**src/rtl/core/xenc_pkg.sv**
```systemverilog
// ----------------------------------------------------------------------------
// xenc_pkg
// Shared types, constants and helper functions of the x86-64 instruction encoder.
// ----------------------------------------------------------------------------
package xenc_pkg;

	localparam int MAX_NOP_RUN_DEF = 63;
	localparam int NOP_CNT_W       = 6;
	localparam int CODE_BYTES      = 8;
	localparam int LEN_W           = 4;
	localparam int IDX_W           = 3;
	localparam int QUEUE_DEPTH     = 2;
	localparam int QPTR_W          = 1;
	localparam int QCNT_W          = 2;

	typedef enum logic [3:0] {
		OP_PUSH     = 4'd0,
		OP_POP      = 4'd1,
		OP_MEMBASE  = 4'd2,
		OP_MEMSIB   = 4'd3,
		OP_MOVE     = 4'd4,
		OP_SHIFT    = 4'd5,
		OP_LEASUM   = 4'd6,
		OP_LEADISP  = 4'd7,
		OP_ALUIMM   = 4'd8,
		OP_NOP      = 4'd9,
		OP_REX      = 4'd10
	} op_t;

	localparam logic [7:0] BYTE_REX_B    = 8'h41;
	localparam logic [7:0] BYTE_SIB_RSP  = 8'h24;
	localparam logic [7:0] BYTE_LEA      = 8'h8D;
	localparam logic [7:0] BYTE_MOVSXD   = 8'h63;
	localparam logic [7:0] BYTE_MOV      = 8'h89;
	localparam logic [7:0] BYTE_ESC      = 8'h0F;
	localparam logic [7:0] BYTE_MOVSX_B  = 8'hBE;
	localparam logic [7:0] BYTE_MOVSX_W  = 8'hBF;
	localparam logic [7:0] BYTE_SHIFT    = 8'hC1;
	localparam logic [7:0] BYTE_ALU_I8   = 8'h83;
	localparam logic [7:0] BYTE_ALU_I32  = 8'h81;
	localparam logic [7:0] BYTE_NOP1     = 8'h90;
	localparam logic [7:0] BYTE_OPSIZE   = 8'h66;
	localparam logic [7:0] BYTE_NOPL     = 8'h1F;
	localparam logic [4:0] PUSH_HI       = 5'b01010;
	localparam logic [4:0] POP_HI        = 5'b01011;

	localparam logic [1:0] MOD_IND  = 2'b00;
	localparam logic [1:0] MOD_D8   = 2'b01;
	localparam logic [1:0] MOD_D32  = 2'b10;
	localparam logic [1:0] MOD_REG  = 2'b11;
	localparam logic [2:0] RM_SIB   = 3'd4;
	localparam logic [2:0] RM_BP    = 3'd5;

	typedef struct packed {
		logic [3:0]  move_width;
		logic        sign_narrow;
		logic        has_displacement;
		logic        wide_operand;
		logic [2:0]  opcode_ext;
		logic [31:0] literal_value;
		logic [1:0]  scale_log2;
		logic [4:0]  index_reg;
		logic [4:0]  reg_b;
		logic [4:0]  reg_a;
		logic [3:0]  operation;
	} req_t;

	// classified request handed from front to back
	typedef struct packed {
		logic [CODE_BYTES-1:0][7:0] code;
		logic [LEN_W-1:0]           len;
		logic                       refused;
		logic                       is_nop;
		logic [NOP_CNT_W-1:0]       nop_cnt;
	} desc_t;

	// register number 8..15 needs a rex extension bit
	function automatic logic reg_hi(input logic [4:0] r);
		return ~r[4] & r[3];
	endfunction

	function automatic logic [7:0] rex_byte(input logic w, input logic r,
		input logic x, input logic b);
		return {4'b0100, w, r, x, b};
	endfunction

	function automatic logic fits8(input logic [31:0] v);
		return (v[31:7] == '0) || (v[31:7] == '1);
	endfunction

	// byte of one nop chunk (chunk length 1..9)
	function automatic logic [7:0] nop_byte(input logic [3:0] chunk, input logic [3:0] pos);
		logic       pre;
		logic [3:0] eff;
		logic [3:0] p;
		logic [7:0] res;
		pre = (chunk == 4'd6) || (chunk == 4'd9);
		eff = pre ? chunk - 4'd1 : chunk;
		p   = pre ? pos - 4'd1 : pos;
		res = 8'h00;
		if (pre && pos == 4'd0) begin
			res = BYTE_OPSIZE;
		end else if (eff == 4'd1) begin
			res = BYTE_NOP1;
		end else if (eff == 4'd2) begin
			res = (p == 4'd0) ? BYTE_OPSIZE : BYTE_NOP1;
		end else begin
			case (p)
				4'd0: res = BYTE_ESC;
				4'd1: res = BYTE_NOPL;
				4'd2: begin
					case (eff)
						4'd4:    res = 8'h40;
						4'd5:    res = 8'h44;
						4'd7:    res = 8'h80;
						4'd8:    res = 8'h84;
						default: res = 8'h00;
					endcase
				end
				default: res = 8'h00;
			endcase
		end
		return res;
	endfunction

endpackage

```
**src/rtl/core/xenc_front.sv**
```systemverilog
// ----------------------------------------------------------------------------
// xenc_front
// Classifies one request into its fixed byte string, a refusal or a nop run.
// ----------------------------------------------------------------------------
module xenc_front import xenc_pkg::*; #(
	parameter int MAX_NOP_RUN = MAX_NOP_RUN_DEF
) (
	input  req_t  req,
	output desc_t desc
);

	localparam logic [NOP_CNT_W-1:0] MAX_CNT = NOP_CNT_W'(MAX_NOP_RUN);

	logic [CODE_BYTES-1:0][7:0] code;
	logic [LEN_W-1:0]           n;
	logic                       refused;
	logic                       is_nop;
	logic [NOP_CNT_W-1:0]       nop_cnt;
	logic [2:0]                 ra, rb, ri;
	logic                       ha, hb, hx;
	logic [1:0]                 mod;
	logic [31:0]                disp;
	logic                       plain;
	logic                       lit_pos;
	logic                       lit_over;

	assign ra = req.reg_a[2:0];
	assign rb = req.reg_b[2:0];
	assign ri = req.index_reg[2:0];
	assign ha = reg_hi(req.reg_a);
	assign hb = reg_hi(req.reg_b);
	assign hx = reg_hi(req.index_reg);
	assign plain = ~req.sign_narrow | (req.move_width >= 4'd8);

	assign lit_pos  = ~req.literal_value[31] & (req.literal_value != '0);
	assign lit_over = (req.literal_value[31:NOP_CNT_W] != '0) ||
		(req.literal_value[NOP_CNT_W-1:0] > MAX_CNT);

	always_comb begin
		code    = '0;
		n       = '0;
		refused = 1'b0;
		is_nop  = 1'b0;
		nop_cnt = '0;
		mod     = MOD_IND;
		disp    = req.literal_value;
		case (op_t'(req.operation))
			OP_PUSH, OP_POP: begin
				if (ha) begin
					code[n[IDX_W-1:0]] = BYTE_REX_B; n = n + 4'd1;
				end
				code[n[IDX_W-1:0]] = {(req.operation == OP_PUSH) ? PUSH_HI : POP_HI, ra};
				n = n + 4'd1;
			end
			OP_MEMBASE: begin
				// rbp/r13 base without displacement needs a zero disp8
				if (!req.has_displacement && rb == RM_BP) begin
					disp = '0;
				end
				if (req.has_displacement || rb == RM_BP) begin
					mod = fits8(disp) ? MOD_D8 : MOD_D32;
				end
				code[n[IDX_W-1:0]] = {mod, ra, rb}; n = n + 4'd1;
				if (rb == RM_SIB) begin
					code[n[IDX_W-1:0]] = BYTE_SIB_RSP; n = n + 4'd1;
				end
				if (mod == MOD_D8) begin
					code[n[IDX_W-1:0]] = disp[7:0]; n = n + 4'd1;
				end else if (mod == MOD_D32) begin
					code[n[IDX_W-1:0]] = disp[7:0];   n = n + 4'd1;
					code[n[IDX_W-1:0]] = disp[15:8];  n = n + 4'd1;
					code[n[IDX_W-1:0]] = disp[23:16]; n = n + 4'd1;
					code[n[IDX_W-1:0]] = disp[31:24]; n = n + 4'd1;
				end
			end
			OP_MEMSIB: begin
				if (disp != '0 || rb == RM_BP) begin
					mod = fits8(disp) ? MOD_D8 : MOD_D32;
				end
				code[n[IDX_W-1:0]] = {mod, ra, RM_SIB};            n = n + 4'd1;
				code[n[IDX_W-1:0]] = {req.scale_log2, ri, rb};     n = n + 4'd1;
				if (mod == MOD_D8) begin
					code[n[IDX_W-1:0]] = disp[7:0]; n = n + 4'd1;
				end else if (mod == MOD_D32) begin
					code[n[IDX_W-1:0]] = disp[7:0];   n = n + 4'd1;
					code[n[IDX_W-1:0]] = disp[15:8];  n = n + 4'd1;
					code[n[IDX_W-1:0]] = disp[23:16]; n = n + 4'd1;
					code[n[IDX_W-1:0]] = disp[31:24]; n = n + 4'd1;
				end
			end
			OP_MOVE: begin
				if (plain) begin
					// copy of a register onto itself encodes to nothing
					if (req.reg_a != req.reg_b) begin
						code[0] = rex_byte(1'b1, hb, 1'b0, ha);
						code[1] = BYTE_MOV;
						code[2] = {MOD_REG, rb, ra};
						n = 4'd3;
					end
				end else if (req.move_width == 4'd4) begin
					code[0] = rex_byte(1'b1, ha, 1'b0, hb);
					code[1] = BYTE_MOVSXD;
					code[2] = {MOD_REG, ra, rb};
					n = 4'd3;
				end else begin
					code[0] = rex_byte(1'b1, ha, 1'b0, hb);
					code[1] = BYTE_ESC;
					code[2] = (req.move_width == 4'd1) ? BYTE_MOVSX_B : BYTE_MOVSX_W;
					code[3] = {MOD_REG, ra, rb};
					n = 4'd4;
				end
			end
			OP_SHIFT: begin
				code[0] = rex_byte(1'b1, 1'b0, 1'b0, ha);
				code[1] = BYTE_SHIFT;
				code[2] = {MOD_REG, req.opcode_ext, ra};
				code[3] = disp[7:0];
				n = 4'd4;
			end
			OP_LEASUM: begin
				if (rb == RM_BP || ri == RM_SIB) begin
					refused = 1'b1;
				end else begin
					code[0] = rex_byte(1'b1, ha, hx, hb);
					code[1] = BYTE_LEA;
					code[2] = {MOD_IND, ra, RM_SIB};
					code[3] = {2'b00, ri, rb};
					n = 4'd4;
				end
			end
			OP_LEADISP: begin
				if (rb == RM_SIB) begin
					refused = 1'b1;
				end else begin
					code[0] = rex_byte(1'b1, ha, 1'b0, hb);
					code[1] = BYTE_LEA;
					code[2] = {fits8(disp) ? MOD_D8 : MOD_D32, ra, rb};
					code[3] = disp[7:0];
					code[4] = disp[15:8];
					code[5] = disp[23:16];
					code[6] = disp[31:24];
					n = fits8(disp) ? 4'd4 : 4'd7;
				end
			end
			OP_ALUIMM: begin
				code[0] = rex_byte(1'b1, 1'b0, 1'b0, ha);
				code[1] = fits8(disp) ? BYTE_ALU_I8 : BYTE_ALU_I32;
				code[2] = {MOD_REG, req.opcode_ext, ra};
				code[3] = disp[7:0];
				code[4] = disp[15:8];
				code[5] = disp[23:16];
				code[6] = disp[31:24];
				n = fits8(disp) ? 4'd4 : 4'd7;
			end
			OP_NOP: begin
				if (lit_pos) begin
					is_nop  = 1'b1;
					nop_cnt = lit_over ? MAX_CNT : disp[NOP_CNT_W-1:0];
				end
			end
			OP_REX: begin
				code[0] = rex_byte(req.wide_operand, ha, hx, hb);
				n = 4'd1;
			end
			default: begin
				n = '0;
			end
		endcase
	end

	always_comb begin
		desc.code    = code;
		desc.len     = (32'(n) > MAX_NOP_RUN) ? LEN_W'(MAX_NOP_RUN) : n;
		desc.refused = refused;
		desc.is_nop  = is_nop;
		desc.nop_cnt = nop_cnt;
	end

endmodule

```
**src/rtl/core/xenc_queue.sv**
```systemverilog
// ----------------------------------------------------------------------------
// xenc_queue
// Two-entry request queue between the classifier and the byte emitter.
// ----------------------------------------------------------------------------
module xenc_queue import xenc_pkg::*; (
	input  logic  clk,
	input  logic  arst_n,
	input  logic  push,
	input  desc_t push_desc,
	output logic  full,
	input  logic  pop,
	output logic  not_empty,
	output desc_t head
);

	desc_t               entry_q [QUEUE_DEPTH];
	logic [QPTR_W-1:0]   wr_ptr_q;
	logic [QPTR_W-1:0]   rd_ptr_q;
	logic [QCNT_W-1:0]   count_q;
	logic                do_push;
	logic                do_pop;

	assign full      = (count_q == QCNT_W'(QUEUE_DEPTH));
	assign not_empty = (count_q != '0);
	assign head      = entry_q[rd_ptr_q];
	assign do_push   = push & ~full;
	assign do_pop    = pop & not_empty;

	always_ff @(posedge clk or negedge arst_n) begin
		if (!arst_n) begin
			wr_ptr_q <= '0;
			rd_ptr_q <= '0;
			count_q  <= '0;
		end else begin
			if (do_push) begin
				wr_ptr_q <= wr_ptr_q + 1'b1;
			end
			if (do_pop) begin
				rd_ptr_q <= rd_ptr_q + 1'b1;
			end
			case ({do_push, do_pop})
				2'b10:   count_q <= count_q + 1'b1;
				2'b01:   count_q <= count_q - 1'b1;
				default: count_q <= count_q;
			endcase
		end
	end

	always_ff @(posedge clk) begin
		if (do_push) begin
			entry_q[wr_ptr_q] <= push_desc;
		end
	end

endmodule

```
**src/rtl/core/xenc_back.sv**
```systemverilog
// ----------------------------------------------------------------------------
// xenc_back
// Walks a classified request and sends its bytes one per cycle unless stalled.
// ----------------------------------------------------------------------------
module xenc_back import xenc_pkg::*; (
	input  logic       clk,
	input  logic       arst_n,
	input  logic       q_valid,
	input  desc_t      q_head,
	output logic       q_pop,
	output logic       m_tvalid,
	input  logic       m_tready,
	output logic [7:0] m_tdata,
	output logic [1:0] m_tuser,
	output logic       m_tlast
);

	desc_t                cur_q;
	logic                 cur_valid_q;
	logic [IDX_W-1:0]     idx_q;
	logic [NOP_CNT_W-1:0] nop_rem_q;
	logic [3:0]           nop_pos_q;
	logic                 out_valid_q;
	logic [7:0]           out_byte_q;
	logic [1:0]           out_user_q;
	logic                 out_last_q;

	logic                 out_free;
	logic                 emit;
	logic [3:0]           chunk;
	logic                 chunk_end;
	logic [7:0]           e_byte;
	logic                 e_valid;
	logic                 e_last;
	logic                 load;

	assign out_free = ~out_valid_q | m_tready;
	assign emit     = cur_valid_q & out_free;
	assign chunk    = (nop_rem_q > NOP_CNT_W'(9)) ? 4'd9 : nop_rem_q[3:0];
	assign chunk_end = (nop_pos_q == chunk - 4'd1);

	always_comb begin
		if (cur_q.is_nop) begin
			e_byte  = nop_byte(chunk, nop_pos_q);
			e_valid = 1'b1;
			e_last  = chunk_end && (nop_rem_q == NOP_CNT_W'(chunk));
		end else if (cur_q.len == '0) begin
			e_byte  = 8'h00;
			e_valid = 1'b0;
			e_last  = 1'b1;
		end else begin
			e_byte  = cur_q.code[idx_q];
			e_valid = 1'b1;
			e_last  = ({1'b0, idx_q} == cur_q.len - 4'd1);
		end
	end

	// next request loads as the current one sends its last byte
	assign load  = q_valid & (~cur_valid_q | (emit & e_last));
	assign q_pop = load;

	always_ff @(posedge clk or negedge arst_n) begin
		if (!arst_n) begin
			cur_valid_q <= 1'b0;
			out_valid_q <= 1'b0;
		end else begin
			if (load) begin
				cur_valid_q <= 1'b1;
			end else if (emit && e_last) begin
				cur_valid_q <= 1'b0;
			end
			if (emit) begin
				out_valid_q <= 1'b1;
			end else if (m_tready) begin
				out_valid_q <= 1'b0;
			end
		end
	end

	always_ff @(posedge clk) begin
		if (load) begin
			cur_q     <= q_head;
			idx_q     <= '0;
			nop_rem_q <= q_head.nop_cnt;
			nop_pos_q <= '0;
		end else if (emit) begin
			idx_q <= idx_q + 1'b1;
			if (chunk_end) begin
				nop_rem_q <= nop_rem_q - NOP_CNT_W'(chunk);
				nop_pos_q <= '0;
			end else begin
				nop_pos_q <= nop_pos_q + 4'd1;
			end
		end
		if (emit) begin
			out_byte_q <= e_byte;
			out_user_q <= {cur_q.refused & ~e_valid, e_valid};
			out_last_q <= e_last;
		end
	end

	assign m_tvalid = out_valid_q;
	assign m_tdata  = out_byte_q;
	assign m_tuser  = out_user_q;
	assign m_tlast  = out_last_q;

endmodule

```
**src/rtl/core/x86_64_instruction_encoder_top.sv**
```systemverilog
// ----------------------------------------------------------------------------
// x86_64_instruction_encoder_top
// Encodes one request into x86-64 machine-code bytes, one byte per result.
// ----------------------------------------------------------------------------
//  side    group  payload                                           accepted at
//  in      s_*    tuser: operation / tdata: register, literal, flags s_tvalid & s_tready
//  out     m_*    tdata: code_byte / tuser: byte_valid, refused       m_tvalid & m_tready
//
// a request gives one result per byte, an empty one if it has none, one byte per cycle
// from the emitter unless stalled; requests follow with no gap thanks to a two-entry queue
// the front classifies in the accept cycle; then queue, emitter and output registers
// reset clears queue pointers, emitter and output valid; no clearing pass
// either side may stall on its own; s_tready drops only while the queue is full
// ----------------------------------------------------------------------------
module x86_64_instruction_encoder_top import xenc_pkg::*; #(
	parameter int MAX_NOP_RUN = MAX_NOP_RUN_DEF
) (
	input  logic        clk,
	input  logic        arst_n,
	input  logic        s_tvalid,
	output logic        s_tready,
	// reg_a, reg_b, index_reg, scale_log2, literal_value, opcode_ext,
	// wide_operand, has_displacement, sign_narrow, move_width, zero fill
	input  logic [63:0] s_tdata,
	// operation
	input  logic [3:0]  s_tuser,
	output logic        m_tvalid,
	input  logic        m_tready,
	// code_byte
	output logic [7:0]  m_tdata,
	// byte_valid, refused
	output logic [1:0]  m_tuser,
	output logic        m_tlast
);

	req_t  req;
	desc_t desc;
	desc_t head;
	logic  q_full;
	logic  q_valid;
	logic  q_pop;

	assign req = {s_tdata[58:0], s_tuser};
	assign s_tready = ~q_full;

	xenc_front #(
		.MAX_NOP_RUN(MAX_NOP_RUN)
	) u_front (
		.req  (req),
		.desc (desc)
	);

	xenc_queue u_queue (
		.clk       (clk),
		.arst_n    (arst_n),
		.push      (s_tvalid),
		.push_desc (desc),
		.full      (q_full),
		.pop       (q_pop),
		.not_empty (q_valid),
		.head      (head)
	);

	xenc_back u_back (
		.clk      (clk),
		.arst_n   (arst_n),
		.q_valid  (q_valid),
		.q_head   (head),
		.q_pop    (q_pop),
		.m_tvalid (m_tvalid),
		.m_tready (m_tready),
		.m_tdata  (m_tdata),
		.m_tuser  (m_tuser),
		.m_tlast  (m_tlast)
	);

endmodule

```
**config.mk**
```make
export PLATFORM = sky130hd
export DESIGN_NAME = x86_64_instruction_encoder_top
export DESIGN_NICKNAME = d
export VERILOG_FILES = /design/src/rtl/core/xenc_pkg.sv /design/src/rtl/core/xenc_front.sv /design/src/rtl/core/xenc_queue.sv /design/src/rtl/core/xenc_back.sv /design/src/rtl/core/x86_64_instruction_encoder_top.sv
export SDC_FILE = /design/constraint.sdc
export NUM_CORES = 1
export LEC_CHECK = 0
export ABC_CLOCK_PERIOD_IN_PS = 4900
export BUFFER_PORTS_ARGS = -buffer_cell sky130_fd_sc_hd__buf_2
export CORE_ASPECT_RATIO = 0.6
export CORE_MARGIN = 2
export CORE_UTILIZATION = 50
export DETAILED_ROUTE_END_ITERATION = 8
export HOLD_SLACK_MARGIN = 0.02
export MAX_ROUTING_LAYER = met4
export PLACE_DENSITY = 0.78
export SLEW_MARGIN = 20
export SYNTH_ARGS = -nofsm -noshare
export SYNTH_HDL_FRONTEND = slang
export SYNTH_SLANG_ARGS = --single-unit
```
**constraint.sdc**
```tcl
create_clock -name clk -period 4.9 [get_ports clk]
set_input_delay 0.735 -clock clk [delete_from_list [all_inputs] [get_ports clk]]
set_output_delay 0.735 -clock clk [all_outputs]
set_load 0.02 [all_outputs]
```
==> results.cfg <==
[synth]
mappedNetlistArea_um2 = 10900
ys.flop_type = edfxtp_1
synth_edf_count = 212
syn-num-nets = 920
ys_warn_count = 0
synthCells = 835
syn_area_per_cell_um2 = 13.0
yosysTopAreaCellShare_pct = 58.7
post_synth_num_cell_types = 70
ys_top_cells_by_area = edfxtp_1, mux2_2, nand2_1, a21oi_1, nor2_1
synthArstFlopShare_pct = 2.67
ys_ff_latch = 225
synth_top_area_cell = edfxtp_1
synth-seq-area-share_pct = 61.3

[cts]
numCtsBuffers = 20
cts-root-buf = clkbuf_16
hold_buffers = 0
cts_tree = built
clk_transition_reported_paths_ns = 0.07
clockBufferDepth = 3
insertion_delay_ns = 0.50
cts_resized = 0
cts.sinks = 225
cts_setup_buffers = 0
htree_num_levels = 1

[power]
power.density_nw_per_um2 = 556
totalPowerFinal_mw = 6.80
switchingPower_mw = 2.20
p_clk_share_pct = 23.6
switching_share_pct = 32.3
combPwrFrac_pct = 30.8
p_int_mw = 4.60
p_leak_nw = 4.38
power_frac_seq_pct = 45.7
ir_worst_vdd_v = 0.000435

[grt]
grt-ovfl-total = 0
grt_pass1_vias = 7016
grt_max_degree = 38
grt_use_total_pct = 25.0
grt_first_pass_wirelength_um = 42600
antenna_found_initial = 0

[timing]
fin_crit_sh_pct = 79.3
slew_violations = 0
min_period_ns = 3.89
clock_skew_ns = 0.0142
rsz0062_at_grt = false
fin_setup_tns_ns = 0
hold_violations = 0
tightest_slew_ns = 1.09
fmax_mhz = 257
setup_viol = 0
setup_slack_ns = 1.01
relSlewSlack_pct = 27.0

[route]
routed_via_density = 6.27
wl_per_cell_um = 23.2
drtPass1Iterations = 9
first_iter_violations = 1090
drt_wl_total_um = 27700
route.vias.total = 7502
ant_nets = 0
drc = 0

[floorplanning]
rows = 41
dieArea_um2 = 22900
io_pins = 85
fp.dieW_um = 194
start_util_pct = 51.3
core_um2 = 21100
die_y_um = 118

[worst_setup_path]
cp.required_ns = 5.08
critPathKind = reg2reg
cp_cell_sequence = o21ai_0, nand2_1, ha_1, xor2_1, nor4b_4, a21oi_2, a211oi_4, buf_4
rr_endpoint = u_back.cur_q[13]
arrival_ns = 4.06
rr_startpoint = u_back.nop_rem_q[2]
max_stage_delay_ns = 0.67
rr_worst_depth = 8
critPathLaunchType = register
slowest_stage = a211oi_4
endpoint_kind = register
r2r_slack_ns = 1.01
cp_max_fo = 18

[final_layout]
drive_gt1_share_pct = 24.3
stdcell_area_um2 = 12200
fin_nets = 989
layout.cells.most_common_list = edfxtp_1, buf_2, nand2_1
final_common_cell = edfxtp_1
num_antenna_cells = 0
synthToLayoutAreaGrowth_pct = 12.7

[status]
status = finished, final reports clean

[place]
dpl_worst_slack_ns = 1.04
placed_cell_area_um2 = 11500
io_buffers = 79
dp_hpwl_um = 19500
place_congestion = 1.01

[job]
drv_cap = 0

[min_path]
hp-class = in2async
cells by family after synthesis:
group                      after synthesis  synth area share, %
buffers and inverters                   63                 2.44
AOI/OAI and AO/OA                      170                 11.2
adders and majority gates               13                 1.50
and+or+nand+nor                        255                 12.0
DFF                                    225                 61.3
xor gates and xnor gates                20                 1.68
muxes                                   89                 9.86
worst max-delay path, delay by kind of cell, from the launching register on:
kind,cells,cell delay [ns]
AOI/OAI and AO/OA,3,1.24
xor gates and xnor gates,1,0.19
adders and majority gates,1,0.42
buffers and inverters,1,0.41
DFF,1,0.59
and+or+nand+nor,2,0.70
power by group through the flow:
stage	logic (mW)	clock network, mW	registers, mW
6_report	2.09	1.60	3.11
5_1_grt	2.28	1.69	3.16
4_1_cts	2.09	1.62	3.10
3_3_place_gp	2.03	0	3.11
2_1_floorplan	1.54	0	3.04
3_5_place_dp	2.08	0	3.14
how the worst max path moves through the flow:
stage / startpoint / end / slack, ns / depth (start not counted)
after floorplan: s_tvalid / u_queue.entry_q[0][0] / 0.77 / 2
after detailed placement: u_back.nop_rem_q[2] / u_back.cur_q[15] / 1.04 / 10
after global placement: u_back.nop_rem_q[2] / u_back.cur_q[14] / 1.14 / 10
final: u_back.nop_rem_q[2] / u_back.cur_q[13] / 1.01 / 8
after CTS: u_back.nop_rem_q[2] / u_back.cur_q[13] / 1.02 / 10
after global routing: u_back.nop_rem_q[2] / u_back.cur_q[17] / 0.65 / 10
flip-flops by register name, summed over array words and instances, names as in the netlist, 2 cells and up:
register,cells
u_back.m_tdata,8
u_back.cur_q,61
u_back.nop_pos_q,4
u_back.nop_rem_q,6
u_queue.entry_q,134
u_queue.count_q,2
u_back.idx_q,3
u_back.m_tuser,2
cells in the mapped netlist, drive strengths merged (4+ instances only):
cell type / n
mux2i: 18
and3: 4
a221oi: 7
nor2: 53
edfxtp: 212
a21oi: 41
o31a: 4
nand3: 15
or3: 10
mux4: 8
a22o: 10
nand2b: 12
o211ai: 12
nand4: 7
mux2: 63
nor4: 20
a31oi: 9
o31ai: 4
dfrtp: 6
dfxtp: 7
ha: 13
or2: 6
buf: 15
clkbuf: 33
xnor2: 9
inv: 13
o21ai: 22
a22oi: 13
and2: 13
a222oi: 12
xor2: 11
nor3: 14
o21a: 10
a221o: 5
nor2b: 12
a21o: 5
nand2: 78
through the flow:
stage / instances / util, % / hold WS, ns
final: 1197 / 57.9 / 0.0471
after global routing: 1197 / 57.9 / 0.0492
after CTS: 1197 / 57.8 / 0.0421
after detailed placement: 1161 / 54.6 / 0.507
after global placement: 1161 / 54.6 / 0.490
after floorplan: 835 / - / 0.439
routing by layer:
| metal | GRT usage, % | wire length (um) | vias to the layer above |
|---|---|---|---|
| met5 | - | 0 | - |
| met4 | 3.74 | 430 | 0 |
| met3 | 5.76 | 3180 | 46 |
| met2 | 33.8 | 11500 | 446 |
| met1 | 38.9 | 12600 | 3644 |
| li1 | - | - | 3366 |
layout make-up:
| type | count | area, um2 |
|---|---|---|
| multi-input combinational | 547 | 3960 |
| sequential | 225 | 6660 |
| clock buffer | 29 | 574 |
| tap | 279 | 349 |
| inverter | 15 | 56.3 |
| fill | 1672 | 8900 |
| timing repair buffer | 95 | 528 |
| clock inverter | 7 | 101 |
(Power assumes the default switching activity.)
